`config.mk`:
```
export PLATFORM = sky130hd
export DESIGN_NAME = i2c_target_transaction_sequencer_flat
export DESIGN_NICKNAME = d
export VERILOG_FILES = /design/src/i2cts_pkg.sv /design/src/i2cts_evt_if.sv /design/src/i2cts_rsp_if.sv /design/src/i2cts_step.sv /design/src/i2c_target_transaction_sequencer.sv /design/src/flat_wrapper.sv
export SDC_FILE = /design/constraint.sdc
export NUM_CORES = 1
export LEC_CHECK = 0
export ABC_AREA = 1
export BUFFER_PORTS_ARGS = -buffer_cell sky130_fd_sc_hd__buf_4
export CORE_MARGIN = 4
export CORE_UTILIZATION = 30
export DETAILED_ROUTE_END_ITERATION = 7
export GPL_TIMING_DRIVEN = 0
export PLACE_DENSITY = 0.54
export SYNTH_ARGS = -nofsm -noshare
export SYNTH_HDL_FRONTEND = slang
export SYNTH_SLANG_ARGS = --single-unit
```
`constraint.sdc`:
```
create_clock -name i_clk -period 3.6 [get_ports i_clk]
set_clock_uncertainty 0.1 [all_clocks]
set_input_delay 0.36 -clock i_clk [delete_from_list [all_inputs] [get_ports i_clk]]
set_output_delay 0.36 -clock i_clk [all_outputs]
set_load 0.02 [all_outputs]
```
`src/i2cts_pkg.sv`:
```
package i2cts_pkg;

    // Transaction state, encoded as it appears on the new_state field.
    typedef enum logic [2:0] {
        ST_IDLE       = 3'd0,
        ST_ACTIVE     = 3'd1,
        ST_RX         = 3'd2,
        ST_RX_DISCARD = 3'd3,
        ST_TX_WAIT    = 3'd4,
        ST_TX         = 3'd5,
        ST_TX_PAD     = 3'd6
    } t_txn_state;

    // Event codes carried by the action field.
    typedef enum logic [3:0] {
        ACT_SHUTDOWN    = 4'd0,
        ACT_START       = 4'd1,
        ACT_RX_FULL     = 4'd2,
        ACT_RX_DISCARD  = 4'd3,
        ACT_READ_REQ    = 4'd4,
        ACT_TX_TIMEOUT  = 4'd5,
        ACT_TX_ABORT    = 4'd6,
        ACT_TX_DEPLETED = 4'd7,
        ACT_RESTART     = 4'd8,
        ACT_STOP        = 4'd9,
        ACT_DISCARD_REQ = 4'd10,
        ACT_PAD_NOW     = 4'd11,
        ACT_PAD_PREEMPT = 4'd12,
        ACT_READ_RETRY  = 4'd13
    } t_action;

    // Notification codes carried by the notify_code field.
    typedef enum logic [2:0] {
        NTF_NONE        = 3'd0,
        NTF_SHUTDOWN    = 3'd1,
        NTF_RX_DISCARD  = 3'd2,
        NTF_TX_ABORT    = 3'd3,
        NTF_TX_DEPLETED = 3'd4,
        NTF_REARM_START = 3'd5
    } t_notify;

    // One result word.
    typedef struct packed {
        logic [2:0] new_state;
        logic       deliver_rx_data;
        logic       rx_pending;
        logic       rx_complete;
        logic       tx_complete;
        logic       drop_rx_queue;
        logic       ask_read_handler;
        logic       load_tx;
        logic       send_pad;
        logic [2:0] notify_code;
        logic       accepted;
        logic       retry_read;
    } t_result;

endpackage

```
`src/i2cts_evt_if.sv`:
```
interface i2cts_evt_if;
    logic       valid;
    logic       ready;
    logic [3:0] action;
    logic       has_tx_data;

    modport source (output valid, output action, output has_tx_data, input ready);
    modport sink   (input valid, input action, input has_tx_data, output ready);
endinterface

```
`src/i2cts_rsp_if.sv`:
```
interface i2cts_rsp_if;
    logic       valid;
    logic       ready;
    logic [2:0] new_state;
    logic       deliver_rx_data;
    logic       rx_pending;
    logic       rx_complete;
    logic       tx_complete;
    logic       drop_rx_queue;
    logic       ask_read_handler;
    logic       load_tx;
    logic       send_pad;
    logic [2:0] notify_code;
    logic       accepted;
    logic       retry_read;

    modport source (
        output valid, output new_state, output deliver_rx_data, output rx_pending,
        output rx_complete, output tx_complete, output drop_rx_queue,
        output ask_read_handler, output load_tx, output send_pad,
        output notify_code, output accepted, output retry_read,
        input ready
    );
    modport sink (
        input valid, input new_state, input deliver_rx_data, input rx_pending,
        input rx_complete, input tx_complete, input drop_rx_queue,
        input ask_read_handler, input load_tx, input send_pad,
        input notify_code, input accepted, input retry_read,
        output ready
    );
endinterface

```
`src/i2cts_step.sv`:
```
module i2cts_step (
    input  i2cts_pkg::t_txn_state i_state,
    input  logic [3:0]            i_action,
    input  logic                  i_has_tx_data,
    input  logic                  i_depleted_en,
    output i2cts_pkg::t_txn_state o_next_state,
    output i2cts_pkg::t_result    o_result
);
    import i2cts_pkg::*;

    t_txn_state next_state;
    t_result    res;

    always_comb begin
        next_state = i_state;
        res        = '0;
        case (t_action'(i_action))
            ACT_SHUTDOWN: begin
                res.notify_code = NTF_SHUTDOWN;
                next_state      = ST_IDLE;
            end
            ACT_START: begin
                res.notify_code = NTF_REARM_START;
                next_state      = ST_ACTIVE;
            end
            ACT_RX_FULL: begin
                if (i_state == ST_ACTIVE) begin
                    next_state     = ST_RX;
                    res.rx_pending = 1'b1;
                end else if (i_state == ST_RX) begin
                    res.deliver_rx_data = 1'b1;
                    res.rx_pending      = 1'b1;
                end else if (i_state inside {ST_TX, ST_TX_PAD, ST_TX_WAIT}) begin
                    // The transmit has to finish first.
                    res.drop_rx_queue = 1'b0;
                end else begin
                    res.drop_rx_queue = 1'b1;
                end
            end
            ACT_RX_DISCARD: begin
                res.notify_code = NTF_RX_DISCARD;
                next_state      = ST_RX_DISCARD;
            end
            ACT_READ_REQ: begin
                if (i_state inside {ST_ACTIVE, ST_TX_WAIT, ST_TX}) begin
                    res.ask_read_handler = 1'b1;
                    res.load_tx          = i_has_tx_data;
                    next_state           = i_has_tx_data ? ST_TX : ST_TX_WAIT;
                end else if (!(i_state inside {ST_RX, ST_RX_DISCARD})) begin
                    res.send_pad = 1'b1;
                end
            end
            ACT_TX_TIMEOUT: begin
                next_state = ST_TX_PAD;
            end
            ACT_TX_ABORT: begin
                res.notify_code = NTF_TX_ABORT;
                next_state      = ST_TX;
            end
            ACT_TX_DEPLETED: begin
                if (i_depleted_en) begin
                    res.notify_code = NTF_TX_DEPLETED;
                end
            end
            ACT_RESTART, ACT_STOP: begin
                // Close out whatever transfer was in flight.
                if (i_state == ST_RX) begin
                    res.deliver_rx_data = 1'b1;
                    res.rx_complete     = 1'b1;
                end else if (i_state inside {ST_TX, ST_TX_PAD}) begin
                    res.tx_complete = 1'b1;
                end
                if (t_action'(i_action) == ACT_RESTART) begin
                    res.notify_code = NTF_REARM_START;
                    next_state      = ST_ACTIVE;
                end else begin
                    next_state = ST_IDLE;
                end
            end
            ACT_DISCARD_REQ: begin
                if (i_state == ST_RX) begin
                    next_state   = ST_RX_DISCARD;
                    res.accepted = 1'b1;
                end
            end
            ACT_PAD_NOW, ACT_PAD_PREEMPT: begin
                if (i_state == ST_TX) begin
                    next_state   = ST_TX_PAD;
                    res.accepted = 1'b1;
                end
            end
            ACT_READ_RETRY: begin
                if (i_state == ST_TX_WAIT) begin
                    res.accepted   = 1'b1;
                    res.retry_read = 1'b1;
                end
            end
            default: begin
                res.accepted = 1'b0;
            end
        endcase
        res.new_state = next_state;
    end

    assign o_next_state = next_state;
    assign o_result     = res;

endmodule

```
`src/i2c_target_transaction_sequencer.sv`:
```
// Transaction sequencer for the target side of an I2C interface.
//
// Channels: i_evt carries one bus or firmware event per word (action code
// plus the has_tx_data flag of a read request). o_rsp returns exactly one
// result word per event: the state after the event and the action strobes.
// i_cfg_wr_en/i_cfg_wr_data write the depleted-handler-present bit, which
// decides whether a transmit-depleted event raises a notification.
//
// The result of an accepted event is registered: into the result register,
// or into the skid register while that is stalled. One event is taken per
// cycle while the receiver keeps up; the state update is the only loop.
//
// A two-word output stage (result register plus skid register) decouples
// the channels. When the receiver stalls, one more event is still taken
// into the skid register, after which i_evt.ready drops until o_rsp moves.
//
// Reset (synchronous, active low) returns the state to idle, sets the
// depleted-handler-present bit and empties the output stage.
module i2c_target_transaction_sequencer (
    input  logic i_clk,
    input  logic i_rst_n,
    input  logic i_cfg_wr_en,
    input  logic i_cfg_wr_data,
    i2cts_evt_if.sink   i_evt,
    i2cts_rsp_if.source o_rsp
);
    import i2cts_pkg::*;

    t_txn_state r_state;
    t_txn_state step_next_state;
    logic       r_depleted_en;

    t_result    step_result;
    t_result    r_out;
    t_result    r_skid;
    logic       r_out_valid;
    logic       r_skid_valid;

    logic       evt_accept;
    logic       rsp_pop;

    // The skid register is the only thing that can block new events.
    assign i_evt.ready = !r_skid_valid;
    assign evt_accept  = i_evt.valid && !r_skid_valid;
    assign rsp_pop     = r_out_valid && o_rsp.ready;

    // All event decoding is one pass of combinational logic on the
    // current state and the incoming word.
    i2cts_step u_step (
        .i_state       (r_state),
        .i_action      (i_evt.action),
        .i_has_tx_data (i_evt.has_tx_data),
        .i_depleted_en (r_depleted_en),
        .o_next_state  (step_next_state),
        .o_result      (step_result)
    );

    always_ff @(posedge i_clk) begin
        if (!i_rst_n) begin
            r_state       <= ST_IDLE;
            r_depleted_en <= 1'b1;
        end else begin
            if (i_cfg_wr_en) begin
                r_depleted_en <= i_cfg_wr_data;
            end
            if (evt_accept) begin
                r_state <= step_next_state;
            end
        end
    end

    // Output stage: the result register feeds o_rsp; the skid register
    // catches a word that arrives while the result register is stalled.
    always_ff @(posedge i_clk) begin
        if (!i_rst_n) begin
            r_out_valid  <= 1'b0;
            r_skid_valid <= 1'b0;
        end else if (r_skid_valid) begin
            if (rsp_pop) begin
                r_out_valid  <= 1'b1;
                r_skid_valid <= 1'b0;
            end
        end else if (evt_accept) begin
            if (!r_out_valid || rsp_pop) begin
                r_out_valid <= 1'b1;
            end else begin
                r_skid_valid <= 1'b1;
            end
        end else if (rsp_pop) begin
            r_out_valid <= 1'b0;
        end
    end

    always_ff @(posedge i_clk) begin
        if (r_skid_valid) begin
            if (rsp_pop) begin
                r_out <= r_skid;
            end
        end else if (evt_accept) begin
            if (!r_out_valid || rsp_pop) begin
                r_out <= step_result;
            end else begin
                r_skid <= step_result;
            end
        end
    end

    assign o_rsp.valid            = r_out_valid;
    assign o_rsp.new_state        = r_out.new_state;
    assign o_rsp.deliver_rx_data  = r_out.deliver_rx_data;
    assign o_rsp.rx_pending       = r_out.rx_pending;
    assign o_rsp.rx_complete      = r_out.rx_complete;
    assign o_rsp.tx_complete      = r_out.tx_complete;
    assign o_rsp.drop_rx_queue    = r_out.drop_rx_queue;
    assign o_rsp.ask_read_handler = r_out.ask_read_handler;
    assign o_rsp.load_tx          = r_out.load_tx;
    assign o_rsp.send_pad         = r_out.send_pad;
    assign o_rsp.notify_code      = r_out.notify_code;
    assign o_rsp.accepted         = r_out.accepted;
    assign o_rsp.retry_read       = r_out.retry_read;

`ifndef SYNTHESIS
    // A word in the skid register always sits behind a full result register.
    a_skid_behind_out: assert property (@(posedge i_clk) disable iff (!i_rst_n)
        r_skid_valid |-> r_out_valid)
        else $error("skid register holds a word while the result register is empty");

    // A shutdown always lands the block in idle.
    a_shutdown_idle: assert property (@(posedge i_clk) disable iff (!i_rst_n)
        (evt_accept && i_evt.action == ACT_SHUTDOWN) |=> r_state == ST_IDLE)
        else $error("shutdown did not return the state to idle");

    // A stalled full result register with a new event must fill the skid.
    a_stall_fills_skid: assert property (@(posedge i_clk) disable iff (!i_rst_n)
        (evt_accept && r_out_valid && !o_rsp.ready) |=> r_skid_valid)
        else $error("event accepted under stall was not captured");

    // The state reported with a fresh result is the state the block now holds.
    a_state_matches: assert property (@(posedge i_clk) disable iff (!i_rst_n)
        (evt_accept && (!r_out_valid || rsp_pop)) |=> r_out.new_state == r_state)
        else $error("reported state differs from the held state");
`endif

endmodule

```
`src/flat_wrapper.sv`:
```
// flat-port wrapper written by rule: the top's interface ports become plain ports
module i2c_target_transaction_sequencer_flat import i2cts_pkg::*;
  (i_clk, i_rst_n, i_cfg_wr_en, i_cfg_wr_data, i_evt_valid, i_evt_action, i_evt_has_tx_data, i_evt_ready, o_rsp_valid, o_rsp_new_state, o_rsp_deliver_rx_data, o_rsp_rx_pending, o_rsp_rx_complete, o_rsp_tx_complete, o_rsp_drop_rx_queue, o_rsp_ask_read_handler, o_rsp_load_tx, o_rsp_send_pad, o_rsp_notify_code, o_rsp_accepted, o_rsp_retry_read, o_rsp_ready);
  i2cts_evt_if i_evt_i ();
  i2cts_rsp_if o_rsp_i ();
  input  logic i_clk;
  input  logic i_rst_n;
  input  logic i_cfg_wr_en;
  input  logic i_cfg_wr_data;
  input wire logic [$bits(i_evt_i.valid)-1:0] i_evt_valid;
  input wire logic [$bits(i_evt_i.action)-1:0] i_evt_action;
  input wire logic [$bits(i_evt_i.has_tx_data)-1:0] i_evt_has_tx_data;
  output wire logic [$bits(i_evt_i.ready)-1:0] i_evt_ready;
  output wire logic [$bits(o_rsp_i.valid)-1:0] o_rsp_valid;
  output wire logic [$bits(o_rsp_i.new_state)-1:0] o_rsp_new_state;
  output wire logic [$bits(o_rsp_i.deliver_rx_data)-1:0] o_rsp_deliver_rx_data;
  output wire logic [$bits(o_rsp_i.rx_pending)-1:0] o_rsp_rx_pending;
  output wire logic [$bits(o_rsp_i.rx_complete)-1:0] o_rsp_rx_complete;
  output wire logic [$bits(o_rsp_i.tx_complete)-1:0] o_rsp_tx_complete;
  output wire logic [$bits(o_rsp_i.drop_rx_queue)-1:0] o_rsp_drop_rx_queue;
  output wire logic [$bits(o_rsp_i.ask_read_handler)-1:0] o_rsp_ask_read_handler;
  output wire logic [$bits(o_rsp_i.load_tx)-1:0] o_rsp_load_tx;
  output wire logic [$bits(o_rsp_i.send_pad)-1:0] o_rsp_send_pad;
  output wire logic [$bits(o_rsp_i.notify_code)-1:0] o_rsp_notify_code;
  output wire logic [$bits(o_rsp_i.accepted)-1:0] o_rsp_accepted;
  output wire logic [$bits(o_rsp_i.retry_read)-1:0] o_rsp_retry_read;
  input wire logic [$bits(o_rsp_i.ready)-1:0] o_rsp_ready;
  assign i_evt_i.valid = i_evt_valid;
  assign i_evt_i.action = i_evt_action;
  assign i_evt_i.has_tx_data = i_evt_has_tx_data;
  assign i_evt_ready = i_evt_i.ready;
  assign o_rsp_valid = o_rsp_i.valid;
  assign o_rsp_new_state = o_rsp_i.new_state;
  assign o_rsp_deliver_rx_data = o_rsp_i.deliver_rx_data;
  assign o_rsp_rx_pending = o_rsp_i.rx_pending;
  assign o_rsp_rx_complete = o_rsp_i.rx_complete;
  assign o_rsp_tx_complete = o_rsp_i.tx_complete;
  assign o_rsp_drop_rx_queue = o_rsp_i.drop_rx_queue;
  assign o_rsp_ask_read_handler = o_rsp_i.ask_read_handler;
  assign o_rsp_load_tx = o_rsp_i.load_tx;
  assign o_rsp_send_pad = o_rsp_i.send_pad;
  assign o_rsp_notify_code = o_rsp_i.notify_code;
  assign o_rsp_accepted = o_rsp_i.accepted;
  assign o_rsp_retry_read = o_rsp_i.retry_read;
  assign o_rsp_i.ready = o_rsp_ready;
  i2c_target_transaction_sequencer u_core (.i_clk(i_clk), .i_rst_n(i_rst_n), .i_cfg_wr_en(i_cfg_wr_en), .i_cfg_wr_data(i_cfg_wr_data), .i_evt(i_evt_i), .o_rsp(o_rsp_i));
endmodule
```
==> results.json <==
{
  "drc": 0,
  "peakVddDrop_v": 0.000156,
  "most-common-layout-cells": "68 x nand2_1, 32 x edfxtp_1, 28 x buf_4",
  "rows": 28,
  "firstDrtPassIters": 4,
  "grt_antenna_before_repair": 0,
  "drive_gt1_frac": 0.231,
  "synth_fp_nets": 217,
  "timing.rr.start": "u_core.r_skid_valid$_SDFF_PN0_",
  "cp-end-kind": "flip-flop",
  "vias": 1387,
  "yosysSeqAreaShare": 0.576,
  "die_w_um": 87.1,
  "worstMarginPinSlew_ns": 0.630,
  "worstHoldStart": "i_cfg_wr_en",
  "die_area_mm2": 0.00759,
  "period_needed_ns": 1.86,
  "root_buffer": "clkbuf_8",
  "grt_pass1_wl_mm": 6.10,
  "crit_start": "u_core.r_skid_valid$_SDFF_PN0_",
  "core-area_mm2": 0.00599,
  "detail_route.wl_per_cell_um": 11.7,
  "pin_count": 29,
  "p_total_w": 0.00102,
  "synthCells": 206,
  "cts_resized": 0,
  "synth-seq-cells": 38,
  "syn_area_mm2": 0.00188,
  "max_clock_freq_ghz": 0.538,
  "crit_end": "u_core.r_skid[2]$_DFFE_PP_",
  "status": "complete, no violations",
  "max_stage_delay_ns": 0.48,
  "cp-start-kind": "flip-flop",
  "slowest_stage": "inv_1",
  "antenna-diode-count": 0,
  "antenna_left": 0,
  "die_y_um": 87.1,
  "clk_latency_ns": 0.29,
  "ys_types": 23,
  "cts_tree": "done",
  "hp-class": "input port to flip-flop",
  "leakage_nw": 1.03,
  "hold_violations": 0,
  "area_delta_synth_final_pct": 22.5,
  "hold_buffers": 0,
  "path_buf_inv": 3,
  "criticalPathCategory": "flip-flop to flip-flop",
  "syn_avg_cell_area_um2": 9.12,
  "numClockSinks": 38,
  "arrival_ns": 1.68,
  "max_slew_margin": 0.580,
  "rr_worst_depth": 5,
  "cp.depth": 5,
  "cts_max_path_buffers": 2,
  "rsz0062_at_grt": "no",
  "cts_buffers": 5,
  "routed_wl_mm": 3.72,
  "grt_max_degree": 17,
  "grt_pass1_vias": 1305,
  "p_per_area_mw_per_mm2": 442,
  "grt_overflow_total": 0,
  "timing.reg2reg.setup_slack_ns": 1.74,
  "clk_pin_slew_ns": 0.08,
  "slew_violations": 0,
  "port_buffers": 27,
  "final_common_cell": "nand2_1",
  "initial_core_util": 0.313,
  "grtUsageTotal": 0.103,
  "worstPathRequired_ns": 3.42,
  "synth_warnings": 0,
  "post-route-period-util": 0.517,
  "dp_hpwl_mm": 2.77,
  "vias_per_cell": 4.38,
  "h-tree-depth": 2,
  "postCtsSetupBuffers": 0,
  "cp_max_fo": 16,
  "path_delay_family": "buffers and inverters",
  "setup_violations": 0,
  "crit_chain": "clkinv_1 -> nand2_1 -> inv_1 -> nand2_1 -> inv_1",
  "maxCapViolCount": 0,
  "tns_ns": 0,
  "place.gp.congestion": 0.805,
  "timing.rr.end": "u_core.r_skid[2]$_DFFE_PP_",
  "final_nets": 252,
  "drt_first_iter_violations": 52
}
## metal layers
layer,vias up,routed length (µm),share of wire,track usage
met1,608,1760,0.47,0.127
li1,744,-,-,-
met5,-,0,0,0
met4,0,12,0.0032,0.0293
met2,33,1740,0.47,0.175
met3,2,201,0.054,0.0303
## cell type report
type	count	area (µm²)
plain buffers	5	37.5
inverters	27	103
flip-flops and latches	38	1080
well taps	75	93.8
clock buffers	7	76.3
fillers	604	3690
multi-input cells	136	661
clock inverters	1	30.0
repair buffers	28	218
## synth_stat cells
library cell,number,area share
clkinv_2,1,0.0027
inv_2,4,0.0080
nor2_1,16,0.032
nor4_1,1,0.0033
o21ai_0,11,0.029
buf_4,1,0.0040
edfxtp_1,32,0.51
nor2_2,2,0.0067
nand2_1,68,0.14
inv_1,21,0.042
a21oi_1,10,0.027
a31oi_1,2,0.0067
nor4_4,1,0.011
nor2_4,5,0.030
nand3_1,12,0.032
nand2_2,4,0.013
clkbuf_1,2,0.0040
clkinv_1,1,0.0020
buf_6,2,0.012
o31ai_1,1,0.0040
o211ai_1,2,0.0080
dfxtp_1,6,0.064
nor2_8,1,0.011
## through the flow
step                hold slack (ns)  setup slack [ns]   util  cells  area [µm²]
floorplan                     0.341              1.59      -    206        1880
global placement              0.357              1.00  0.363    308        2170
detailed placement            0.366              1.71  0.366    309        2190
CTS                           0.147              1.69  0.384    317        2300
global route                  0.164              1.57  0.384    317        2300
finish                        0.154              1.74  0.384    317        2300
## power by group
part | total, W | switching, W | internal (W)
clock | 0.000357 | 0.000149 | 0.000207
sequential | 0.000510 | 0.00000762 | 0.000502
combinational | 0.000151 | 0.0000963 | 0.0000546
total | 0.00102 | 0.000253 | 0.000764
## sequential cells by signal, indices dropped and copies added (netlist names), 3 cells and up
signal                    cells
u_core.o_rsp.new_state        3
u_core.o_rsp.notify_code      3
u_core.r_skid                16
u_core.r_state                3
## kinds of logic (layout without fill, tap and decap cells)
family | Yosys count | in the layout | synth area share
DFF | 38 | 38 | 0.576
AOI/OAI and AO/OA | 26 | 26 | 0.0746
and+or+nand+nor | 110 | 110 | 0.275
buffers and inverters | 32 | 68 | 0.0746
## worst min path at each step
stage | end | cells past startpoint | slack (ns)
after floorplan | u_core.r_depleted_en$_SDFFE_PN1P_ | 2 | 0.34
after global placement | u_core.r_depleted_en$_SDFFE_PN1P_ | 2 | 0.36
after detailed placement | u_core.r_depleted_en$_SDFFE_PN1P_ | 2 | 0.37
after CTS | u_core.r_depleted_en$_SDFFE_PN1P_ | 2 | 0.15
after global routing | u_core.r_depleted_en$_SDFFE_PN1P_ | 2 | 0.16
final | u_core.r_depleted_en$_SDFFE_PN1P_ | 2 | 0.15
Note: power is estimated with default switching activity, not from simulation.
